## src/rtl/core/lqwm_pkg.sv

```systemverilog
// Shared types and constants for the link quality window monitor.
// No dependencies; imported by every module of the block.
`timescale 1ns / 1ps

package lqwm_pkg;

	localparam int unsigned GRACE_W   = 16;
	localparam int unsigned MINS_W    = 5;
	localparam int unsigned PCT_W     = 7;
	localparam int unsigned RUN_W     = 16;
	localparam int unsigned TOTAL_W   = 32;
	localparam int unsigned TIME_W    = 32;
	localparam int unsigned CFG_IDX_W = 2;
	localparam int unsigned CFG_DAT_W = 16;

	localparam logic [CFG_IDX_W-1:0] CFG_FRESH_GRACE = 2'd0;
	localparam logic [CFG_IDX_W-1:0] CFG_MIN_SAMPLES = 2'd1;
	localparam logic [CFG_IDX_W-1:0] CFG_MIN_PERCENT = 2'd2;

	localparam logic [GRACE_W-1:0] GRACE_RST       = 16'd5000;
	localparam logic [MINS_W-1:0]  MIN_SAMPLES_RST = 5'd5;
	localparam logic [PCT_W-1:0]   MIN_PERCENT_RST = 7'd80;
	localparam logic [PCT_W-1:0]   PCT_SCALE       = 7'd100;

	typedef struct packed {
		logic busy;
		logic done;
	} div_status_t;

endpackage

```

## src/rtl/core/lqwm_divider.sv

```systemverilog
// Restoring divider, one quotient bit per cycle, started by the sequencer.
// Depends on lqwm_pkg for the status struct.
`timescale 1ns / 1ps

module lqwm_divider #(
	parameter int unsigned DVD_W = 12,
	parameter int unsigned DVS_W = 5
) (
	input  logic                 clk,
	input  logic                 arst_n,
	input  logic                 start,
	input  logic [DVD_W-1:0]     dividend,
	input  logic [DVS_W-1:0]     divisor,
	output logic [DVD_W-1:0]     quotient,
	output lqwm_pkg::div_status_t status
);
	import lqwm_pkg::*;

	localparam int unsigned CW = $clog2(DVD_W + 1);

	logic [DVD_W-1:0] dvd_q;
	logic [DVS_W-1:0] rem_q;
	logic [DVS_W-1:0] dvs_q;
	logic [CW-1:0]    cnt_q;
	logic             done_q;
	logic [DVS_W:0]   trial;
	logic [DVS_W:0]   diff;
	logic             qbit;

	assign trial = {rem_q, dvd_q[DVD_W-1]};
	assign diff  = trial - {1'b0, dvs_q};
	assign qbit  = (trial >= {1'b0, dvs_q});

	always_ff @(posedge clk or negedge arst_n) begin
		if (!arst_n) begin
			cnt_q  <= '0;
			done_q <= 1'b0;
		end else begin
			done_q <= (cnt_q == CW'(1));
			if (start) begin
				cnt_q <= CW'(DVD_W);
			end else if (cnt_q != '0) begin
				cnt_q <= cnt_q - CW'(1);
			end
		end
	end

	always_ff @(posedge clk) begin
		if (start) begin
			dvd_q <= dividend;
			dvs_q <= divisor;
			rem_q <= '0;
		end else if (cnt_q != '0) begin
			dvd_q <= {dvd_q[DVD_W-2:0], qbit};
			rem_q <= qbit ? diff[DVS_W-1:0] : trial[DVS_W-1:0];
		end
	end

	assign quotient    = dvd_q;
	assign status.busy = (cnt_q != '0);
	assign status.done = done_q;

endmodule

```

## src/rtl/core/lqwm_window.sv

```systemverilog
// Outcome window, fill and success counts, saturating totals and last good time.
// Depends on lqwm_pkg for field widths.
`timescale 1ns / 1ps

module lqwm_window #(
	parameter int unsigned WINDOW = 20,
	parameter int unsigned CNT_W  = 5
) (
	input  logic                          clk,
	input  logic                          arst_n,
	input  logic                          upd,
	input  logic                          ok,
	input  logic [lqwm_pkg::TIME_W-1:0]   now,
	input  logic [lqwm_pkg::GRACE_W-1:0]  grace,
	output logic [CNT_W-1:0]              fill,
	output logic [CNT_W-1:0]              ones,
	output logic                          fresh,
	output logic [lqwm_pkg::RUN_W-1:0]    failure_run,
	output logic [lqwm_pkg::TOTAL_W-1:0]  good_total,
	output logic [lqwm_pkg::TOTAL_W-1:0]  bad_total
);
	import lqwm_pkg::*;

	logic [WINDOW-1:0]  win_q;
	logic [CNT_W-1:0]   fill_q;
	logic [CNT_W-1:0]   ones_q;
	logic [RUN_W-1:0]   run_q;
	logic [TOTAL_W-1:0] good_q;
	logic [TOTAL_W-1:0] bad_q;
	logic [TIME_W-1:0]  last_good_q;
	logic               have_good_q;
	logic [TIME_W-1:0]  age;

	assign age   = now - last_good_q;
	assign fresh = have_good_q && (age <= TIME_W'(grace));

	always_ff @(posedge clk or negedge arst_n) begin
		if (!arst_n) begin
			win_q       <= '0;
			fill_q      <= '0;
			ones_q      <= '0;
			run_q       <= '0;
			good_q      <= '0;
			bad_q       <= '0;
			have_good_q <= 1'b0;
		end else if (upd) begin
			win_q  <= {win_q[WINDOW-2:0], ok};
			ones_q <= ones_q + CNT_W'(ok) - CNT_W'(win_q[WINDOW-1]);
			if (fill_q < CNT_W'(WINDOW)) begin
				fill_q <= fill_q + CNT_W'(1);
			end
			if (ok) begin
				run_q       <= '0;
				have_good_q <= 1'b1;
				if (good_q != '1) begin
					good_q <= good_q + TOTAL_W'(1);
				end
			end else begin
				if (run_q != '1) begin
					run_q <= run_q + RUN_W'(1);
				end
				if (bad_q != '1) begin
					bad_q <= bad_q + TOTAL_W'(1);
				end
			end
		end
	end

	always_ff @(posedge clk) begin
		if (upd && ok) begin
			last_good_q <= now;
		end
	end

	assign fill        = fill_q;
	assign ones        = ones_q;
	assign failure_run = run_q;
	assign good_total  = good_q;
	assign bad_total   = bad_q;

endmodule

```

## src/rtl/core/link_quality_window_monitor_unit.sv

```systemverilog
// Link quality window monitor: top level with sequencer, config and output register.
// Depends on lqwm_pkg, lqwm_window and lqwm_divider.
// The sequencer steps through start, run and, while the output register is stalled, hold states;
// the divider's dividend width is DVD_W = clog2(WINDOW + 1) + 7 for the percentage divide.
// in_stall stays high from an accepted item until its result is loaded, so items do not overlap.
// Reset clears the window, counters and handshake state and restores register defaults.
`timescale 1ns / 1ps

module link_quality_window_monitor_unit #(
	parameter int unsigned WINDOW = 20
) (
	input  logic                             clk,
	input  logic                             arst_n,
	input  logic                             cfg_we,
	input  logic [lqwm_pkg::CFG_IDX_W-1:0]   cfg_index,
	input  logic [lqwm_pkg::CFG_DAT_W-1:0]   cfg_data,
	input  logic                             in_valid,
	output logic                             in_stall,
	input  logic                             success,
	input  logic [lqwm_pkg::TIME_W-1:0]      time_ms,
	output logic                             out_valid,
	input  logic                             out_stall,
	output logic [lqwm_pkg::MINS_W-1:0]      sample_count,
	output logic [lqwm_pkg::PCT_W-1:0]       success_percent,
	output logic                             degraded,
	output logic                             online,
	output logic [lqwm_pkg::RUN_W-1:0]       fail_streak,
	output logic [lqwm_pkg::TOTAL_W-1:0]     success_total,
	output logic [lqwm_pkg::TOTAL_W-1:0]     error_total
);
	import lqwm_pkg::*;

	localparam int unsigned CNT_W = $clog2(WINDOW + 1);
	localparam int unsigned DVD_W = CNT_W + PCT_W;
	localparam int unsigned CMP_W = (CNT_W > MINS_W) ? CNT_W : MINS_W;

	localparam logic [1:0] ST_IDLE  = 2'd0;
	localparam logic [1:0] ST_START = 2'd1;
	localparam logic [1:0] ST_RUN   = 2'd2;
	localparam logic [1:0] ST_HOLD  = 2'd3;

	logic [1:0]         state_q;
	logic [GRACE_W-1:0] grace_q;
	logic [MINS_W-1:0]  min_samples_q;
	logic [PCT_W-1:0]   min_pct_q;
	logic               ok_q;
	logic               fresh_q;
	logic               out_valid_q;

	logic               accept;
	logic               slot_free;
	logic               load;
	logic               div_start;
	logic [CNT_W-1:0]   fill;
	logic [CNT_W-1:0]   ones;
	logic               fresh;
	logic [RUN_W-1:0]   run;
	logic [TOTAL_W-1:0] good_total;
	logic [TOTAL_W-1:0] bad_total;
	logic [DVD_W-1:0]   quotient;
	div_status_t        div_st;
	logic               deg;

	assign in_stall  = (state_q != ST_IDLE);
	assign accept    = in_valid && !in_stall;
	assign slot_free = !out_valid_q || !out_stall;
	assign div_start = (state_q == ST_START);
	assign load      = ((state_q == ST_RUN && div_st.done) || state_q == ST_HOLD) && slot_free;

	always_ff @(posedge clk or negedge arst_n) begin
		if (!arst_n) begin
			grace_q       <= GRACE_RST;
			min_samples_q <= MIN_SAMPLES_RST;
			min_pct_q     <= MIN_PERCENT_RST;
		end else if (cfg_we) begin
			unique case (cfg_index)
				CFG_FRESH_GRACE: grace_q       <= cfg_data;
				CFG_MIN_SAMPLES: min_samples_q <= cfg_data[MINS_W-1:0];
				CFG_MIN_PERCENT: min_pct_q     <= cfg_data[PCT_W-1:0];
				default: ;
			endcase
		end
	end

	lqwm_window #(
		.WINDOW (WINDOW),
		.CNT_W  (CNT_W)
	) u_window (
		.clk         (clk),
		.arst_n      (arst_n),
		.upd         (accept),
		.ok          (success),
		.now         (time_ms),
		.grace       (grace_q),
		.fill        (fill),
		.ones        (ones),
		.fresh       (fresh),
		.failure_run (run),
		.good_total  (good_total),
		.bad_total   (bad_total)
	);

	lqwm_divider #(
		.DVD_W (DVD_W),
		.DVS_W (CNT_W)
	) u_divider (
		.clk      (clk),
		.arst_n   (arst_n),
		.start    (div_start),
		.dividend (DVD_W'(ones) * DVD_W'(PCT_SCALE)),
		.divisor  (fill),
		.quotient (quotient),
		.status   (div_st)
	);

	assign deg = (CMP_W'(fill) >= CMP_W'(min_samples_q)) && (quotient < DVD_W'(min_pct_q));

	always_ff @(posedge clk or negedge arst_n) begin
		if (!arst_n) begin
			state_q     <= ST_IDLE;
			out_valid_q <= 1'b0;
		end else begin
			unique case (state_q)
				ST_IDLE:  if (accept) state_q <= ST_START;
				ST_START: state_q <= ST_RUN;
				ST_RUN: begin
					if (div_st.done) begin
						state_q <= slot_free ? ST_IDLE : ST_HOLD;
					end
				end
				ST_HOLD:  if (slot_free) state_q <= ST_IDLE;
				default:  state_q <= ST_IDLE;
			endcase
			if (load) begin
				out_valid_q <= 1'b1;
			end else if (!out_stall) begin
				out_valid_q <= 1'b0;
			end
		end
	end

	always_ff @(posedge clk) begin
		if (accept) begin
			ok_q    <= success;
			fresh_q <= fresh;
		end
		if (load) begin
			sample_count    <= MINS_W'(fill);
			success_percent <= quotient[PCT_W-1:0];
			degraded        <= deg;
			online          <= !deg && (ok_q || fresh_q);
			fail_streak     <= run;
			success_total   <= good_total;
			error_total     <= bad_total;
		end
	end

	assign out_valid = out_valid_q;

	a_pct_range: assert property (@(posedge clk) disable iff (!arst_n)
		out_valid |-> success_percent <= PCT_SCALE)
		else $error("success percent above full scale");

	a_online_excl: assert property (@(posedge clk) disable iff (!arst_n)
		out_valid |-> !(online && degraded))
		else $error("online while degraded");

	a_fill_nonzero: assert property (@(posedge clk) disable iff (!arst_n)
		state_q != ST_IDLE |-> fill != '0)
		else $error("divide with empty window");

	a_done_in_run: assert property (@(posedge clk) disable iff (!arst_n)
		div_st.done |-> state_q == ST_RUN)
		else $error("divider finished outside run state");

	a_busy_in_run: assert property (@(posedge clk) disable iff (!arst_n)
		div_st.busy |-> state_q == ST_RUN)
		else $error("divider busy outside run state");

	a_rose_after_work: assert property (@(posedge clk) disable iff (!arst_n)
		$rose(out_valid) |-> $past(state_q == ST_RUN || state_q == ST_HOLD))
		else $error("result appeared without a divide");

endmodule

```

## config.mk

```make
export PLATFORM = sky130hd
export DESIGN_NAME = link_quality_window_monitor_unit
export DESIGN_NICKNAME = d
export VERILOG_FILES = /design/src/rtl/core/lqwm_pkg.sv /design/src/rtl/core/lqwm_divider.sv /design/src/rtl/core/lqwm_window.sv /design/src/rtl/core/link_quality_window_monitor_unit.sv
export SDC_FILE = /design/constraint.sdc
export NUM_CORES = 1
export LEC_CHECK = 0
export BUFFER_PORTS_ARGS = -buffer_cell sky130_fd_sc_hd__buf_2
export CAP_MARGIN = 20
export CORE_ASPECT_RATIO = 0.9
export CORE_MARGIN = 2
export CORE_UTILIZATION = 59
export DETAILED_ROUTE_END_ITERATION = 7
export PLACE_DENSITY = 0.88
export SETUP_SLACK_MARGIN = 0.2
export SLEW_MARGIN = 10
export SYNTH_ARGS = -nofsm -noshare
export SYNTH_HDL_FRONTEND = slang
export SYNTH_SLANG_ARGS = --single-unit
```

## constraint.sdc

```tcl
create_clock -name clk -period 7.2 [get_ports clk]
set_clock_uncertainty 0.2 [all_clocks]
set_input_delay 0.36 -clock clk [delete_from_list [all_inputs] [get_ports clk]]
set_output_delay 0.36 -clock clk [all_outputs]
set_load 0.02 [all_outputs]
```

==> metrics.txt <==
# TYPE chip_impl_metric gauge
chip_impl_metric{name="yosys_register_bits",unit=""} 297
chip_impl_metric{name="synth_top_area_share",unit="%"} 30.5
chip_impl_metric{name="yosysWarningCount",unit=""} 0
chip_impl_metric{name="overflow",unit=""} 0
chip_impl_metric{name="rows",unit=""} 53
chip_impl_metric{name="port_buffers",unit=""} 151
chip_impl_info{name="synth.top_cells.by_count",value="171 x sky130_fd_sc_hd__nand2_1, 143 x sky130_fd_sc_hd__edfxtp_1, 138 x sky130_fd_sc_hd__dfrtp_1"} 1
chip_impl_metric{name="drtIter0Drc",unit=""} 673
chip_impl_metric{name="fin_setup_tns",unit="ps"} 0
chip_impl_metric{name="timing.fmax",unit="GHz"} 0.191
chip_impl_metric{name="detailed_place_hpwl",unit="mm"} 20.3
chip_impl_info{name="critical_path.startpoint_type",value="primary input"} 1
chip_impl_metric{name="drt-total-wl",unit="mm"} 29.9
chip_impl_metric{name="clockBufferDepth",unit=""} 3
chip_impl_metric{name="drt-pass1-iter-count",unit=""} 5
chip_impl_metric{name="cts_setup_buffers",unit=""} 0
chip_impl_metric{name="die_y",unit="µm"} 151
chip_impl_metric{name="wire_per_inst",unit="µm"} 16.8
chip_impl_metric{name="drive_above_1_share",unit="%"} 16.4
chip_impl_metric{name="layout.cell_area.non_filler",unit="µm²"} 16700
chip_impl_metric{name="clock_input_transition_at_the_sequential_cells_of_the_worst_setup_and_hold_paths",unit="ps"} 60
chip_impl_metric{name="grt.total_usage",unit="%"} 23.8
chip_impl_metric{name="sequential_standard_cell_area",unit="µm²"} 8120
chip_impl_metric{name="report.final.slew_viol_count",unit=""} 0
chip_impl_metric{name="die_w",unit="µm"} 167
chip_impl_metric{name="fin_crit_sh",unit="%"} 72.8
chip_impl_metric{name="synthesized_area_divided_by_synthesized_cell_count",unit="µm²"} 11.4
chip_impl_metric{name="synth_async_sr_flop_share",unit="%"} 49.5
chip_impl_metric{name="final_antenna_net_count",unit=""} 0
chip_impl_metric{name="leakage",unit="nW"} 7.64
chip_impl_metric{name="maxCapViolCount",unit=""} 0
chip_impl_info{name="run_status",value="complete, no violations"} 1
chip_impl_metric{name="multiInputGateArea",unit="µm²"} 5510
chip_impl_metric{name="power.density",unit="nW/µm²"} 331
chip_impl_info{name="synth_most_common_cell",value="sky130_fd_sc_hd__nand2_1"} 1
chip_impl_metric{name="syn_nets",unit=""} 1391
chip_impl_info{name="synth_area_leader_cell",value="sky130_fd_sc_hd__edfxtp_1"} 1
chip_impl_metric{name="yosysUniqueCellTypes",unit=""} 64
chip_impl_metric{name="initial_core_util",unit="%"} 60.2
chip_impl_metric{name="antenna_cells",unit=""} 0
chip_impl_metric{name="routed_via_density",unit=""} 5.57
chip_impl_metric{name="finalWeightedCongestion",unit=""} 0.921
chip_impl_metric{name="floorplan.die_area",unit="µm²"} 25200
chip_impl_metric{name="cts_buffers",unit=""} 30
chip_impl_metric{name="finalHoldViolCount",unit=""} 0
chip_impl_metric{name="grt_antenna_before_repair",unit=""} 0
chip_impl_metric{name="dpl-instance-area",unit="µm²"} 15200
chip_impl_info{name="min_path_type",value="in2reg"} 1
chip_impl_metric{name="place.detailed.instances",unit=""} 1672
chip_impl_info{name="end_kind",value="flop"} 1
chip_impl_metric{name="pin_count_of_the_biggest_net_entering_global_routing",unit=""} 81
chip_impl_info{name="rsz_0062_raised_after_global_routing",value="false"} 1
chip_impl_metric{name="htree_levels",unit=""} 1
chip_impl_metric{name="drc",unit=""} 0
chip_impl_metric{name="area_growth_syn_to_layout",unit="%"} 18.2
chip_impl_metric{name="ir_worst_vdd",unit="mV"} 0.271
chip_impl_metric{name="grt_pass1_wl",unit="mm"} 48.9
chip_impl_metric{name="num_vias",unit=""} 9912
chip_impl_metric{name="report.final.setup_viol",unit=""} 0
chip_impl_metric{name="core_area",unit="µm²"} 23400
chip_impl_metric{name="timing.critical_path.arrival",unit="ps"} 5440
chip_impl_metric{name="ys_seq_area_share",unit="%"} 57.6
chip_impl_info{name="cts_tree",value="done"} 1
chip_impl_metric{name="post_synth_inst_count",unit=""} 1241
chip_impl_metric{name="critical_path.max_fanout",unit=""} 3
chip_impl_metric{name="critPathRequiredTime",unit="ps"} 7390
chip_impl_info{name="synth.top_cells.by_area",value="sky130_fd_sc_hd__edfxtp_1 30%, sky130_fd_sc_hd__dfrtp_1 24%, sky130_fd_sc_hd__ha_1 8.0%"} 1
chip_impl_metric{name="worst_slew_margin_rel",unit="%"} 43.7
chip_impl_metric{name="instances_no_fill",unit=""} 1780
chip_impl_metric{name="clock_latency_on_the_worst_skew_pair",unit="ps"} 560
chip_impl_metric{name="clkSinkCount",unit=""} 297
chip_impl_metric{name="first_global_vias",unit=""} 9998
chip_impl_info{name="synthFlopType",value="sky130_fd_sc_hd__edfxtp_1"} 1
chip_impl_metric{name="synth_edf_count",unit=""} 143
chip_impl_metric{name="mapped_cell_area",unit="µm²"} 14100
chip_impl_metric{name="total_power_of_the_final_layout",unit="mW"} 5.52
chip_impl_info{name="clock_tree.root_cell",value="sky130_fd_sc_hd__clkbuf_16"} 1
chip_impl_metric{name="final_net_count",unit=""} 1604
chip_impl_metric{name="ios",unit=""} 152
chip_impl_metric{name="filler_cell_count",unit=""} 1534
chip_impl_metric{name="period_minus_slack",unit="ps"} 5240
chip_impl_metric{name="worst-slew-pin-transition",unit="ps"} 844
chip_impl_info{name="ws_path_type",value="in2reg"} 1
==> flip-flops by register name, summed over array words and instances, names as in the netlist, 4 cells and up <==
name                  cells
error_total              32
success_total            32
u_window.bad_total       32
u_window.good_total      32
u_window.last_good_q     32
u_window.win_q           20
fail_streak              16
grace_q                  16
u_window.failure_run     16
u_divider.quotient       12
min_pct_q                 7
success_percent           7
min_samples_q             5
sample_count              5
u_divider.dvs_q           5
u_divider.rem_q           5
u_window.fill             5
u_window.ones             5
u_divider.cnt_q           4
==> critical path, cell delays in order <==
cell and delay [ps]:
sky130_fd_sc_hd__dlygate4sd3_1 520, sky130_fd_sc_hd__buf_2 110, sky130_fd_sc_hd__inv_1 40, sky130_fd_sc_hd__ha_1 210
sky130_fd_sc_hd__fa_1 410, sky130_fd_sc_hd__nand2b_1 200, sky130_fd_sc_hd__a21o_1 190, sky130_fd_sc_hd__and2_1 160
sky130_fd_sc_hd__o21ai_0 260, sky130_fd_sc_hd__a21boi_0 160, sky130_fd_sc_hd__xnor2_1 150, sky130_fd_sc_hd__ha_1 320
sky130_fd_sc_hd__nand4_1 140, sky130_fd_sc_hd__or3_1 410, sky130_fd_sc_hd__nor3_1 190, sky130_fd_sc_hd__nor3_1 80
sky130_fd_sc_hd__a2111oi_0 420, sky130_fd_sc_hd__o2111ai_1 180, sky130_fd_sc_hd__or4_1 500, sky130_fd_sc_hd__nor4_2 210
sky130_fd_sc_hd__nor4b_2 220
==> routing by layer <==
metal	track usage [%]	up-vias	wire length [µm]
met3	4.07	74	1600
met5	0	-	0
met1	31.8	4764	13000
met2	39.6	297	14300
met4	8.71	0	1000
li1	-	4777	-
==> through the flow <==
step                hold slack (ps)  setup slack, ps  utilization (%)
finish                          136             1960             71.2
global route                    159             1600             71.2
CTS                             119             1970             71.1
detailed placement              242             1920             64.9
global placement                237             2120             64.9
floorplan                      -136             1350                -
==> worst paths after layout <==
check / to / startpoint / cells past startpoint / slack (ps)
worst max-delay path: fresh_q$_DFFE_PP_ / time_ms[0] / 21 / 1960
worst min-delay path: state_q[0]$_DFFE_PN0P_ / in_valid / 4 / 140
worst max register to register: fresh_q$_DFFE_PP_ / u_window.last_good_q[0]$_DFFE_PP_ / 18 / 2060
worst min register to register: error_total[9]$_DFFE_PP_ / u_window.bad_total[9]$_DFFE_PN0P_ / 0 / 260
max in group asynchronous: u_divider.cnt_q[2]$_DFFE_PN0P_ / arst_n / 3 / 5220
min in group asynchronous: u_window.good_total[6]$_DFFE_PN0P_ / arst_n / 2 / 190
==> layout by cell type (no fill, tap or decap), types with 6 or more instances in the layout <==
master and instances:
sky130_fd_sc_hd__nand2_1 171, sky130_fd_sc_hd__buf_2 150, sky130_fd_sc_hd__edfxtp_1 143, sky130_fd_sc_hd__dfrtp_1 138, sky130_fd_sc_hd__inv_1 97, sky130_fd_sc_hd__ha_1 90, sky130_fd_sc_hd__nor2_1 70, sky130_fd_sc_hd__xnor2_1 64
sky130_fd_sc_hd__a21oi_1 56, sky130_fd_sc_hd__o21ai_0 52, sky130_fd_sc_hd__dlygate4sd3_1 51, sky130_fd_sc_hd__xor2_1 46, sky130_fd_sc_hd__nand3_1 43, sky130_fd_sc_hd__clkbuf_16 31, sky130_fd_sc_hd__nand4_1 30, sky130_fd_sc_hd__a21o_1 18
sky130_fd_sc_hd__and3_1 15, sky130_fd_sc_hd__nor3_1 15, sky130_fd_sc_hd__mux2_2 15, sky130_fd_sc_hd__nor2b_1 14, sky130_fd_sc_hd__nand2b_1 11, sky130_fd_sc_hd__a211oi_1 11, sky130_fd_sc_hd__clkbuf_1 10, sky130_fd_sc_hd__and2_1 9
sky130_fd_sc_hd__dfstp_2 9, sky130_fd_sc_hd__a31oi_1 7, sky130_fd_sc_hd__o21a_1 7, sky130_fd_sc_hd__and4_1 7, sky130_fd_sc_hd__clkinv_2 7, sky130_fd_sc_hd__dfxtp_1 7, sky130_fd_sc_hd__nor4_1 6, sky130_fd_sc_hd__buf_4 6
==> final cells by class <==
cell class / instances / area share [%]
inverter: 98 / 2.21
clock inverter: 10 / 0.398
timing repair buffer: 209 / 8.02
sequential: 297 / 48.7
multi-input combinational: 818 / 33.1
tap: 302 / 2.27
clock buffer: 46 / 5.29
==> logic make-up (layout without fill, tap and decap cells) <==
family,after synthesis,count (layout),synth area share (%)
AND/OR/NAND/NOR,407,407,13.6
flip-flops,297,297,57.6
AO/OA/AOI/OAI,187,187,8.42
buffers and inverters,126,363,3.41
XOR/XNOR,110,110,6.83
adder cells (fa/ha/maj),94,94,8.55
multiplexers,20,20,1.55
==> where the power goes <==
| group | internal [mW] | switching, mW |
|---|---|---|
| clock network | 0.845 | 0.635 |
| registers | 2.21 | 0.214 |
| logic | 0.622 | 0.999 |
| total | 3.68 | 1.85 |
==> repair_timing <==
action | CTS | global route
hold buffers | 51 | 0
resized for setup | 0 | 0
hold endpoints to repair | 144 | 0
(Power assumes the default switching activity.)
